$ cat src/rtl/eqc_pkg.sv
package eqc_pkg;

  // frame limits and field widths
  localparam int unsigned MAX_PIXELS = 1048576;
  localparam int unsigned PIX_W      = 8;
  localparam int unsigned CNT_W      = 21;
  localparam int unsigned SUM_W      = 28;
  localparam int unsigned SQ_W       = 36;
  localparam int unsigned VAR_W      = 22;
  localparam int unsigned RATIO_W    = 17;
  localparam int unsigned STATUS_W   = 3;

  // configuration port
  localparam int unsigned CFG_IDX_W  = 3;
  localparam int unsigned CFG_DATA_W = 22;

  // shared divider and multiplier
  localparam int unsigned REM_W   = CNT_W;
  localparam int unsigned DIVQ_W  = 22;
  localparam int unsigned STEP_W  = 5;
  localparam int unsigned MUL_A_W = 29;
  localparam int unsigned MUL_B_W = 22;
  localparam int unsigned MUL_P_W = MUL_A_W + MUL_B_W;

  localparam int unsigned OUT_DATA_W = 80;

  // register indexes
  localparam logic [CFG_IDX_W-1:0] REG_MEAN_UPPER  = 3'd0;
  localparam logic [CFG_IDX_W-1:0] REG_MEAN_LOWER  = 3'd1;
  localparam logic [CFG_IDX_W-1:0] REG_VAR_THRESH  = 3'd2;
  localparam logic [CFG_IDX_W-1:0] REG_OVER_LIMIT  = 3'd3;
  localparam logic [CFG_IDX_W-1:0] REG_UNDER_LIMIT = 3'd4;
  localparam logic [CFG_IDX_W-1:0] REG_HIGH_RATIO  = 3'd5;
  localparam logic [CFG_IDX_W-1:0] REG_LOW_RATIO   = 3'd6;

  // register reset values
  localparam logic [7:0]         RST_MEAN_UPPER  = 8'd200;
  localparam logic [7:0]         RST_MEAN_LOWER  = 8'd50;
  localparam logic [VAR_W-1:0]   RST_VAR_THRESH  = 22'd25600;
  localparam logic [7:0]         RST_OVER_LIMIT  = 8'd250;
  localparam logic [7:0]         RST_UNDER_LIMIT = 8'd5;
  localparam logic [RATIO_W-1:0] RST_HIGH_RATIO  = 17'd3277;
  localparam logic [RATIO_W-1:0] RST_LOW_RATIO   = 17'd3277;

  typedef enum logic [STATUS_W-1:0] {
    ST_OK          = 3'd0,
    ST_BRIGHT_HIGH = 3'd1,
    ST_BRIGHT_LOW  = 3'd2,
    ST_TEXTURE_LOW = 3'd3,
    ST_SAT_HIGH    = 3'd4,
    ST_SAT_LOW     = 3'd5
  } status_t;

  typedef enum logic [3:0] {
    S_IDLE,
    S_START_MEAN,
    S_MEAN,
    S_MN,
    S_MS,
    S_MT,
    S_DEV,
    S_START_VAR,
    S_VAR,
    S_THR,
    S_CT,
    S_CH,
    S_CL,
    S_OUT
  } state_t;

  typedef struct packed {
    logic [CNT_W-1:0] cnt;
    logic [SUM_W-1:0] sum;
    logic [SQ_W-1:0]  sq;
    logic [CNT_W-1:0] over;
    logic [CNT_W-1:0] under;
    logic             ovf;
  } acc_t;

  typedef struct packed {
    logic [7:0]         mean_upper;
    logic [7:0]         mean_lower;
    logic [VAR_W-1:0]   texture_limit;
    logic [7:0]         over_limit;
    logic [7:0]         under_limit;
    logic [RATIO_W-1:0] high_ratio;
    logic [RATIO_W-1:0] low_ratio;
  } cfg_t;

  typedef struct packed {
    logic              start;
    logic [STEP_W-1:0] steps;
  } div_ctl_t;

endpackage

$ cat src/rtl/image_exposure_quality_check_top.sv
// channel  direction  handshake           payload
// s        in         s_tvalid/s_tready   s_tdata: pixel; s_tlast: last_pixel
// m        out        m_tvalid/m_tready   m_tdata: status..frame_overflow
// cfg      in         cfg_valid/cfg_ready cfg_index, cfg_data
//
// pixels are taken one per cycle while the frame runs
// after the last pixel the block drops s_tready while it runs an
// 8-step divide for the mean, two multiplies, a 22-step divide for the
// variance and three threshold compares, all on one divider and one multiplier
// a result waiting on m_tready holds s_tready low only once the next frame ends
// synchronous reset restores register defaults and clears the frame sums
module image_exposure_quality_check_top import eqc_pkg::*; (
  input  logic                  clk,
  input  logic                  rst,
  input  logic                  s_tvalid,
  output logic                  s_tready,
  input  logic [PIX_W-1:0]      s_tdata,    // [7:0] pixel
  input  logic                  s_tlast,
  output logic                  m_tvalid,
  input  logic                  m_tready,
  // [2:0] status, [10:3] mean_value, [32:11] variance_q8, [53:33] high_count,
  // [74:54] low_count, [75] frame_overflow, [79:76] zero
  output logic [OUT_DATA_W-1:0] m_tdata,
  input  logic                  cfg_valid,
  output logic                  cfg_ready,
  input  logic [CFG_IDX_W-1:0]  cfg_index,
  input  logic [CFG_DATA_W-1:0] cfg_data
);

  cfg_t               cfg;
  state_t             state;
  state_t             state_next;
  acc_t               acc;
  logic               take;
  logic               acc_clear;
  logic               load;
  div_ctl_t           div_ctl;
  logic [REM_W-1:0]   div_rem_init;
  logic [DIVQ_W-1:0]  div_lo_init;
  logic               div_done;
  logic [DIVQ_W-1:0]  div_quot;
  logic [MUL_A_W-1:0] mul_a;
  logic [MUL_B_W-1:0] mul_b;
  logic [MUL_P_W-1:0] mul_p;
  logic [7:0]         mean;
  logic [MUL_A_W-1:0] twice_sum_less;
  logic [SQ_W-1:0]    dev;
  logic [VAR_W-1:0]   variance;
  logic               tex_low;
  logic               sat_hi;
  logic               sat_lo;
  status_t            status;

  assign s_tready  = (state == S_IDLE);
  assign cfg_ready = 1'b1;
  assign take      = s_tvalid && s_tready;

  // configuration registers
  always_ff @(posedge clk) begin
    if (rst) begin
      cfg.mean_upper    <= RST_MEAN_UPPER;
      cfg.mean_lower    <= RST_MEAN_LOWER;
      cfg.texture_limit <= RST_VAR_THRESH;
      cfg.over_limit    <= RST_OVER_LIMIT;
      cfg.under_limit   <= RST_UNDER_LIMIT;
      cfg.high_ratio    <= RST_HIGH_RATIO;
      cfg.low_ratio     <= RST_LOW_RATIO;
    end else if (cfg_valid && cfg_ready) begin
      case (cfg_index)
        REG_MEAN_UPPER:  cfg.mean_upper    <= cfg_data[7:0];
        REG_MEAN_LOWER:  cfg.mean_lower    <= cfg_data[7:0];
        REG_VAR_THRESH:  cfg.texture_limit <= cfg_data[VAR_W-1:0];
        REG_OVER_LIMIT:  cfg.over_limit    <= cfg_data[7:0];
        REG_UNDER_LIMIT: cfg.under_limit   <= cfg_data[7:0];
        REG_HIGH_RATIO:  cfg.high_ratio    <= cfg_data[RATIO_W-1:0];
        REG_LOW_RATIO:   cfg.low_ratio     <= cfg_data[RATIO_W-1:0];
        default: ;
      endcase
    end
  end

  // frame accumulators
  eqc_accum u_accum (
    .clk         (clk),
    .rst         (rst),
    .take        (take),
    .pixel       (s_tdata),
    .over_limit  (cfg.over_limit),
    .under_limit (cfg.under_limit),
    .clear       (acc_clear),
    .acc         (acc)
  );

  // shared divider
  eqc_div u_div (
    .clk      (clk),
    .rst      (rst),
    .ctl      (div_ctl),
    .rem_init (div_rem_init),
    .lo_init  (div_lo_init),
    .divisor  (acc.cnt),
    .done     (div_done),
    .quot     (div_quot)
  );

  // shared multiplier
  eqc_mul u_mul (
    .clk (clk),
    .a   (mul_a),
    .b   (mul_b),
    .p   (mul_p)
  );

  // state register
  always_ff @(posedge clk) begin
    if (rst) begin
      state <= S_IDLE;
    end else begin
      state <= state_next;
    end
  end

  // sequencer: next state, divider and multiplier operands
  always_comb begin
    state_next   = state;
    div_ctl      = '0;
    div_rem_init = '0;
    div_lo_init  = '0;
    mul_a        = '0;
    mul_b        = '0;
    acc_clear    = 1'b0;
    load         = 1'b0;
    case (state)
      S_IDLE: begin
        if (take && s_tlast) begin
          state_next = S_START_MEAN;
        end
      end
      S_START_MEAN: begin
        // mean = sum / n, quotient known to fit in 8 bits
        div_ctl.start = 1'b1;
        div_ctl.steps = STEP_W'(8);
        div_rem_init  = REM_W'(acc.sum[SUM_W-1:8]);
        div_lo_init   = {acc.sum[7:0], 14'b0};
        state_next    = S_MEAN;
      end
      S_MEAN: begin
        if (div_done) begin
          state_next = S_MN;
        end
      end
      S_MN: begin
        mul_a      = MUL_A_W'(mean);
        mul_b      = MUL_B_W'(acc.cnt);
        state_next = S_MS;
      end
      S_MS: begin
        state_next = S_MT;
      end
      S_MT: begin
        mul_a      = twice_sum_less;
        mul_b      = MUL_B_W'(mean);
        state_next = S_DEV;
      end
      S_DEV: begin
        state_next = S_START_VAR;
      end
      S_START_VAR: begin
        // variance = (dev * 256) / n, quotient below 2^22
        div_ctl.start = 1'b1;
        div_ctl.steps = STEP_W'(DIVQ_W);
        div_rem_init  = dev[34:14];
        div_lo_init   = {dev[13:0], 8'b0};
        state_next    = S_VAR;
      end
      S_VAR: begin
        if (div_done) begin
          state_next = S_THR;
        end
      end
      S_THR: begin
        mul_a      = MUL_A_W'(cfg.texture_limit);
        mul_b      = MUL_B_W'(acc.cnt);
        state_next = S_CT;
      end
      S_CT: begin
        mul_a      = MUL_A_W'(cfg.high_ratio);
        mul_b      = MUL_B_W'(acc.cnt);
        state_next = S_CH;
      end
      S_CH: begin
        mul_a      = MUL_A_W'(cfg.low_ratio);
        mul_b      = MUL_B_W'(acc.cnt);
        state_next = S_CL;
      end
      S_CL: begin
        state_next = S_OUT;
      end
      S_OUT: begin
        if (!m_tvalid || m_tready) begin
          load       = 1'b1;
          acc_clear  = 1'b1;
          state_next = S_IDLE;
        end
      end
      default: begin
        state_next = S_IDLE;
      end
    endcase
  end

  // intermediate results of the frame-end sequence
  always_ff @(posedge clk) begin
    case (state)
      S_MEAN: begin
        if (div_done) begin
          mean <= (acc.cnt == '0) ? 8'd0 : div_quot[7:0];
        end
      end
      S_MS: twice_sum_less <= {acc.sum, 1'b0} - mul_p[MUL_A_W-1:0];
      S_DEV: dev <= acc.sq - mul_p[SQ_W-1:0];
      S_VAR: begin
        if (div_done) begin
          variance <= (acc.cnt == '0) ? '0 : div_quot;
        end
      end
      S_CT: tex_low <= {dev, 8'b0} < {1'b0, mul_p[42:0]};
      S_CH: sat_hi <= {1'b0, acc.over, 16'b0} > mul_p[37:0];
      S_CL: sat_lo <= {1'b0, acc.under, 16'b0} > mul_p[37:0];
      default: ;
    endcase
  end

  // status by priority
  always_comb begin
    if (mean > cfg.mean_upper) begin
      status = ST_BRIGHT_HIGH;
    end else if (mean < cfg.mean_lower) begin
      status = ST_BRIGHT_LOW;
    end else if (tex_low) begin
      status = ST_TEXTURE_LOW;
    end else if (sat_hi) begin
      status = ST_SAT_HIGH;
    end else if (sat_lo) begin
      status = ST_SAT_LOW;
    end else begin
      status = ST_OK;
    end
  end

  // output register
  always_ff @(posedge clk) begin
    if (rst) begin
      m_tvalid <= 1'b0;
    end else if (load) begin
      m_tvalid <= 1'b1;
    end else if (m_tready) begin
      m_tvalid <= 1'b0;
    end
  end

  always_ff @(posedge clk) begin
    if (load) begin
      m_tdata <= {4'b0, acc.ovf, acc.under, acc.over, variance, mean, status};
    end
  end

`ifndef SYNTHESIS
  // a frame end stops intake on the next cycle
  a_stall_after_last: assert property (@(posedge clk) disable iff (rst)
    (s_tvalid && s_tready && s_tlast) |=> !s_tready)
    else $error("intake not stopped after frame end");

  // a new result appears only from the output state
  a_result_from_out: assert property (@(posedge clk) disable iff (rst)
    $rose(m_tvalid) |-> $past(state) == S_OUT)
    else $error("result raised outside output state");

  // divider finishes only while the sequencer waits for it
  a_div_done_waited: assert property (@(posedge clk) disable iff (rst)
    div_done |-> (state == S_MEAN || state == S_VAR))
    else $error("divider done while not awaited");

  // pixel count never passes the frame limit
  a_count_bound: assert property (@(posedge clk) disable iff (rst)
    acc.cnt <= CNT_W'(MAX_PIXELS))
    else $error("pixel count beyond frame limit");
`endif

endmodule

$ cat src/rtl/eqc_accum.sv
module eqc_accum import eqc_pkg::*; (
  input  logic             clk,
  input  logic             rst,
  input  logic             take,
  input  logic [PIX_W-1:0] pixel,
  input  logic [7:0]       over_limit,
  input  logic [7:0]       under_limit,
  input  logic             clear,
  output acc_t             acc
);

  logic [2*PIX_W-1:0] pix_sq;

  // square of the incoming pixel
  assign pix_sq = (2*PIX_W)'(pixel) * (2*PIX_W)'(pixel);

  // per-frame accumulators, saturating at the frame limit
  always_ff @(posedge clk) begin
    if (rst || clear) begin
      acc <= '0;
    end else if (take) begin
      if (acc.cnt < CNT_W'(MAX_PIXELS)) begin
        acc.cnt <= acc.cnt + 1'b1;
        acc.sum <= acc.sum + SUM_W'(pixel);
        acc.sq  <= acc.sq + SQ_W'(pix_sq);
        if (pixel > over_limit) begin
          acc.over <= acc.over + 1'b1;
        end
        if (pixel < under_limit) begin
          acc.under <= acc.under + 1'b1;
        end
      end else begin
        acc.ovf <= 1'b1;
      end
    end
  end

endmodule

$ cat src/rtl/eqc_div.sv
module eqc_div import eqc_pkg::*; (
  input  logic              clk,
  input  logic              rst,
  input  div_ctl_t          ctl,
  input  logic [REM_W-1:0]  rem_init,
  input  logic [DIVQ_W-1:0] lo_init,
  input  logic [CNT_W-1:0]  divisor,
  output logic              done,
  output logic [DIVQ_W-1:0] quot
);

  logic              busy;
  logic [STEP_W-1:0] left;
  logic [REM_W-1:0]  rem;
  logic [DIVQ_W-1:0] lo;
  logic [REM_W:0]    shifted;
  logic [REM_W:0]    diff;
  logic              fits;
  logic [REM_W-1:0]  rem_next;

  // one restoring step: bring down the next dividend bit, subtract if it fits
  always_comb begin
    shifted  = {rem, lo[DIVQ_W-1]};
    diff     = shifted - {1'b0, divisor};
    fits     = shifted >= {1'b0, divisor};
    rem_next = fits ? diff[REM_W-1:0] : shifted[REM_W-1:0];
  end

  // step control
  always_ff @(posedge clk) begin
    if (rst) begin
      busy <= 1'b0;
      done <= 1'b0;
      left <= '0;
    end else begin
      done <= 1'b0;
      if (ctl.start) begin
        busy <= 1'b1;
        left <= ctl.steps;
      end else if (busy) begin
        left <= left - 1'b1;
        if (left == STEP_W'(1)) begin
          busy <= 1'b0;
          done <= 1'b1;
        end
      end
    end
  end

  // remainder, dividend and quotient shift registers
  always_ff @(posedge clk) begin
    if (ctl.start) begin
      rem  <= rem_init;
      lo   <= lo_init;
      quot <= '0;
    end else if (busy) begin
      rem  <= rem_next;
      lo   <= {lo[DIVQ_W-2:0], 1'b0};
      quot <= {quot[DIVQ_W-2:0], fits};
    end
  end

endmodule

$ cat src/rtl/eqc_mul.sv
module eqc_mul import eqc_pkg::*; (
  input  logic               clk,
  input  logic [MUL_A_W-1:0] a,
  input  logic [MUL_B_W-1:0] b,
  output logic [MUL_P_W-1:0] p
);

  // registered product
  always_ff @(posedge clk) begin
    p <= MUL_P_W'(a) * MUL_P_W'(b);
  end

endmodule
$ cat config.mk
export PLATFORM = sky130hd
export DESIGN_NAME = image_exposure_quality_check_top
export DESIGN_NICKNAME = d
export VERILOG_FILES = /design/src/rtl/eqc_pkg.sv /design/src/rtl/image_exposure_quality_check_top.sv /design/src/rtl/eqc_accum.sv /design/src/rtl/eqc_div.sv /design/src/rtl/eqc_mul.sv
export SDC_FILE = /design/constraint.sdc
export NUM_CORES = 2
export LEC_CHECK = 0
export BUFFER_PORTS_ARGS = -buffer_cell sky130_fd_sc_hd__buf_4
export CORE_MARGIN = 2
export CORE_UTILIZATION = 45
export CTS_CLUSTER_DIAMETER = 80
export DETAILED_ROUTE_END_ITERATION = 16
export PLACE_DENSITY = 0.67
export SLEW_MARGIN = 20
export SYNTH_ARGS = -nofsm -noshare
export SYNTH_HDL_FRONTEND = slang
export SYNTH_SLANG_ARGS = --single-unit
$ cat constraint.sdc
create_clock -name clk -period 11.8 [get_ports clk]
set_clock_uncertainty 0.2 [all_clocks]
set_input_delay 0 -clock clk [delete_from_list [all_inputs] [get_ports clk]]
set_output_delay 0 -clock clk [all_outputs]
set_load 0.02 [all_outputs]
After elaboration in Yosys (flattened, before gate mapping)
Index checks and enable logic that the tools add are counted.
{"block": "totals", "input_bits": 39, "output_inout_bits": 83, "elab_cells": 134, "mem_bits_rw": 0, "reg_bits": 510, "n_memories": 0, "latch_bits": 0, "mem_bits_ro": 0}
{"block": "op_classes", "div": 0, "eq_ne": 24, "bitwise": 2, "n_mul": 2, "addsub": 9, "reduce_logical": 27, "n_lt_le_gt_ge": 9, "mux": 29, "shift": 0}
{"op": "29-bit case mux with 5 select lines", "count": 1}
{"op": "21-bit case mux with 2 select lines", "count": 2}
{"op": "37-bit by 38-bit greater-than comparator with 1-bit output", "count": 2}
{"op": "21-bit by 1-bit adder with 21-bit output (second input constant)", "count": 3}
{"op": "21-bit 2-to-1 mux", "count": 3}
{"op": "4-bit case mux with 14 select lines", "count": 1}
{"op": "44-bit by 43-bit < comparator with 1-bit output", "count": 1}
{"op": "22-bit 2-to-1 mux", "count": 2}
{"op": "22-bit case mux with 2 select lines", "count": 1}
{"op": "29-bit by 21-bit multiplier with 43-bit output", "count": 1}
{"op": "36-bit by 16-bit adder with 36-bit output", "count": 1}
{"op": "36-bit subtractor", "count": 1}
{"op": "29-bit subtractor", "count": 1}
{"op": "28-bit by 8-bit adder with 28-bit output", "count": 1}
{"op": "4-bit equality test (second input constant)", "count": 6}
{"op": "22-bit by 21-bit greater-or-equal comparator with 1-bit output", "count": 1}
{"op": "2-bit AND reduction", "count": 11}
{"op": "21-bit logical NOT", "count": 1}
{"op": "21-bit < comparator (second input constant)", "count": 1}
{"op": "21-bit subtractor", "count": 1}
{"op": "4-bit by 3-bit equality test with 1-bit output (second input constant)", "count": 4}
{"op": "8-bit greater-than comparator", "count": 2}
{"op": "8-bit < comparator", "count": 2}
{"op": "8-bit by 8-bit multiplier with 16-bit output", "count": 1}
{"op": "other kinds (26)", "count": 51}

Logic depth before layout (Yosys ltp)
{"block": "depth", "word_depth": 5, "depth_mapped": 33, "depth_no_buf": 29}

Modules after synthesis
A second synthesis with hierarchy kept.
{"block": "unflattened", "cells_unflattened": 5485, "hier_area_um2": 50254.4}
{"mod": "eqc_mul", "cells_per_inst": 2442, "seq_area_each_um2": 1021.0, "area_each_um2": 21797.2, "instances": 1}
{"mod": "image_exposure_quality_check_top", "cells_per_inst": 1567, "seq_area_each_um2": 7086.8, "area_each_um2": 15501.1, "instances": 1}
{"mod": "eqc_accum", "cells_per_inst": 1044, "seq_area_each_um2": 2562.5, "area_each_um2": 8602.0, "instances": 1}
{"mod": "eqc_div", "cells_per_inst": 432, "seq_area_each_um2": 1871.8, "area_each_um2": 4354.2, "instances": 1}

Least setup slack after synthesis
No wires, ideal clock.
{"block": "synth_path", "path_kind": "reg2reg", "from": "reg state[0]", "to": "reg u_mul.p[40]", "setup_slack_ps": 3554, "required_ps": 11470, "n_path_buf": 3, "synth_period_minus_slack_ps": 8246, "stages_incl_launch_ff": 31, "arrival_time_ps": 7916, "setup_time_ps": 130, "cell_sequence": "dfxtp_1 clkbuf_1 nand2_1 nor3_1 buf_2 a22oi_1 nand2_1 clkbuf_1 nand2_1 fa_1 inv_1 fa_1 inv_1 fa_1 inv_1 fa_1 fa_1 fa_1 inv_1 fa_1 inv_1 ha_1 a211oi_1 o21a_1 o21a_1 nor2_1 a211oi_2 a21oi_1 a41oi_1 a211oi_1 xor2_1"}
{"block": "synth_via", "elab_chain_cells": 4, "word_cells_on_any_way": 9, "cone_classes": "mul: 1; eq/ne: 5; mux: 2; reduce/logical: 1"}
{"item": "start: declaration", "line_no": "image_exposure_quality_check_top.sv:31", "text": "state_t state;"}
{"item": "start signal: assignment", "line_no": "image_exposure_quality_check_top.sv:119", "text": "state <= state_next;"}
{"item": "4-bit equality test or 4-bit by 2-bit equality test with 1-bit output (tied branches)", "line_no": "image_exposure_quality_check_top.sv:133", "text": "case (state)"}
{"item": "4-bit OR reduction (no line)"}
{"item": "21-bit case mux with 2 select lines", "line_no": "image_exposure_quality_check_top.sv:133"}
{"item": "29-bit by 21-bit multiplier with 43-bit output (*)", "line_no": "eqc_mul.sv:10", "text": "p <= MUL_P_W'(a) * MUL_P_W'(b);"}
{"item": "end signal: assignment", "line_no": "eqc_mul.sv:10"}
{"item": "end: declaration", "line_no": "eqc_mul.sv:5", "text": "output logic [MUL_P_W-1:0] p"}
Mark *: on every way between the ends. The rest lies on a longest branch, timed or not.
A chain may end at the register's enable or synchronous reset.

Worst setup path after layout
Same ends and word-level chain as after synthesis.

==> flow_summary_export.csv <==
group,metric,value,unit
min_path,hold_class,"in -> reg",
clock_network,postCtsSetupRepairBufs,0,
global_route,grt_pass1_wl,210000,µm
pwr,finalPower,6090,µW
timing,grt_setup_unrepaired,"false",
clock_network,cts-resized-gates,0,
global_route,antenna_found_initial,5,
synthesis,yosysWarningCount,0,
synthesis,synth.distinct_cells,78,
timing,finalCriticalPeriod,9.87,ns
critical_path,path_class,"reg -> reg",
detailed_routing,drt_iter0_markers,2596,
global_route,grt_start_max_net_pins,96,
synthesis,ys_seq_elements,502,
critical_path,crit_arrival,10.16,ns
run,max_cap_violations,0,
placed_design,hpwl,104000,µm
pwr,p_leak,0.0224,µW
critical_path,startpoint,"state[0]$_SDFFE_PP0P_",
synthesis,synthArstFlopShare,0,%
clock_network,cts_inserted_buffers,58,
timing,finalSetupTns,0,ns
clock_network,insertion_delay,0.68,ns
timing,fmax,101,MHz
pwr,power_density,120,mW/mm²
clock_network,hold_buffers,81,
detailed_routing,vias,35627,
critical_path,crit-reg2reg-launch,"state[0]$_SDFFE_PP0P_",
clock_network,cts.path.max_buffers,3,
critical_path,cp_max_fo,31,
layout,num-nets-final,6107,
timing,slew_viol_final,0,
floorplan,fp-row-count,116,
floorplan,io_pins,122,
clock_network,path_clk_slew,0.06,ns
critical_path,required,12.09,ns
floorplan,dieArea,0.103,mm²
critical_path,r2r_setup_slack,1.93,ns
detailed_routing,vias_per_cell,5.46,
critical_path,cp-end-kind,"flip-flop",
clock_network,clock_sinks,502,
layout,drive_above_1_share,5.77,%
floorplan,die_y,322,µm
timing,slew_headroom,28.5,%
floorplan,die_x,322,µm
timing,tightest_slew,1.07,ns
status,outcome,"completed",
min_path,holdCritStartpoint,"rst",
synthesis,seq_area_frac_synth,26.8,%
placed_design,place_congestion,0.996,
pwr,sw_frac_of_total,34.4,%
critical_path,crit_top_cell,"fa_1",
detailed_routing,drc,0,
min_path,holdPathStages,3,
floorplan,start_util,45.4,%
global_route,grt_pass1_vias,36304,
synthesis,synth_top_flop_cell,"dfxtp_1",
pwr,comb_power_share,35.7,%
synthesis,netlist_area,0.0454,mm²
clock_network,htree_num_levels,2,
synthesis,synth_edf_count,209,
detailed_routing,drt.antenna.violating_nets,0,
layout,area_growth,11.6,%
layout,layout_commonest_cell,"inv_1",
clock_network,root_buffer,"clkbuf_16",
critical_path,critPathLaunchType,"flip-flop",
layout,nFillCells,9245,
timing,fin_crit_sh,83.6,%
synthesis,synth_area_per_cell,9.10,µm²
timing,hold_viol_final,0,
timing,finalSetupViolCount,0,
layout,final_cell_mix,"inv_1 (781), nand2_1 (667), fa_1 (534), nor2_1 (452), ha_1 (364)",
global_route,overflow,0,
pwr,intPower,4000,µW
synthesis,synthCells,4989,
detailed_routing,first_pass_iters,7,
detailed_routing,wl_per_cell,20.5,µm
critical_path,worstRegToRegCells,28,
clock_network,cts_tree,"done",
pwr,p_seq_share,33.2,%
pwr,power_switching,2090,µW
critical_path,crit_path_top_delay_cell,"nor2_4",
pwr,clkPwrFrac,31.1,%
critical_path,crit_path_max_incr_delay,0.74,ns
pwr,ir_drop,0.130,mV
floorplan,core,0.100,mm²
placed_design,place.port_buffers,116,
detailed_routing,wl,133000,µm
global_route,track_usage,26.5,%
layout,fin_util,50.6,%
## registers in the layout, summed over array words and instances, names as in the netlist
signal / flops
u_div.busy: 1
sat_lo: 1
u_div.rem: 21
mean: 8
u_mul.p: 43
twice_sum_less: 29
variance: 22
u_div.quot: 22
cfg: 88
dev: 36
m_tdata: 76
tex_low: 1
state: 4
u_div.lo: 14
u_div.done: 1
u_div.left: 5
u_accum.acc: 128
m_tvalid: 1
sat_hi: 1
## critical path: cells and delay by family, from the launching register on
kind,cells,cell delay (ns)
buffers and inverters,6,0.63
XOR/XNOR,1,0.17
AND/OR/NAND/NOR,5,1.85
flip-flops,1,0.69
adder cells (fa/ha/maj),8,4.05
AO/OA/AOI/OAI,8,2.05
## metrics by stage
stage / setup slack [ns] / hold slack, ns / instance area [µm²] / instances
after detailed placement: 2.21 / 0.0362 / 47800 / 6327
after global placement: 2.38 / 0.0293 / 47800 / 6325
after floorplan: 3.55 / -0.0822 / 45600 / 5055
after CTS: 2.06 / 0.00593 / 50600 / 6517
after global routing: 1.34 / 0.0458 / 50600 / 6517
final: 1.93 / 0.0518 / 50600 / 6520
## power groups by stage
| stage | logic (µW) | clock network (µW) | registers [µW] |
|---|---|---|---|
| after floorplan | 1660 | 0 | 2020 |
| final | 2170 | 1900 | 2020 |
| after global routing | 2470 | 1990 | 2030 |
| after detailed placement | 2120 | 0 | 2060 |
| after global placement | 2080 | 0 | 2060 |
| after CTS | 2170 | 1930 | 2020 |
## cell type report
class                           count  area, µm²  share of cell area, %
Antenna cell                        3       7.51                 0.0148
Clock buffer                       70       1590                   3.14
Multi-Input combinational cell   3585      29900                   59.0
Tap cell                         1298       1620                   3.21
Sequential cell                   502      12100                   24.0
Timing Repair Buffer              242       2020                   3.98
Inverter                          781       2930                   5.79
Clock inverter                     39        427                  0.843
## worst paths after layout
check / to
max: u_mul.p[40]$_DFF_P_
min: u_div.left[2]$_SDFFE_PP0P_
max reg2reg: u_mul.p[40]$_DFF_P_
min reg2reg: m_tdata[13]$_DFFE_PP_
## cells by family (layout without fill, tap and decap cells)
| family | count (synthesis) | count (layout) | share of synthesized area, % |
|---|---|---|---|
| flops | 502 | 502 | 26.8 |
| compound gates | 783 | 783 | 11.2 |
| xor+xnor | 180 | 180 | 3.47 |
| buf+inv | 968 | 1132 | 8.11 |
| mux | 42 | 42 | 0.929 |
| simple gates | 1614 | 1614 | 16.0 |
| fa+ha+maj | 898 | 898 | 33.6 |
| other cells | 2 | 71 | 0.0165 |
## metal layers
metal,part of all wire [%],vias up,track usage (%)
li1,-,16630,-
met1,42,17422,35.3
met2,46,1301,42.9
met3,7.1,274,3.99
met4,4.5,0,11.2
met5,0,-,0
## synthesized netlist by cell type (all sizes together), types with 27 or more instances
master  number  area, µm²
a21o        91        683
buf         37        186
xor2        47        412
dfxtp      293       5870
fa         534      10700
and3        28        180
o21ai      140        701
or3         35        219
xnor2      133       1160
a21oi      240       1210
nand3       72        365
nand2      668       2510
nand3b      27        203
o21a        32        240
clkbuf     150        563
mux2i       41        410
a22oi       67        503
nand4       53        332
inv        781       2930
nor2b       63        394
nor2       458       1730
a211oi      35        273
nor3        72        360
nand2b      27        169
and2        53        332
ha         364       4550
edfxtp     209       6280
Note: power is estimated with default switching activity, not from simulation.
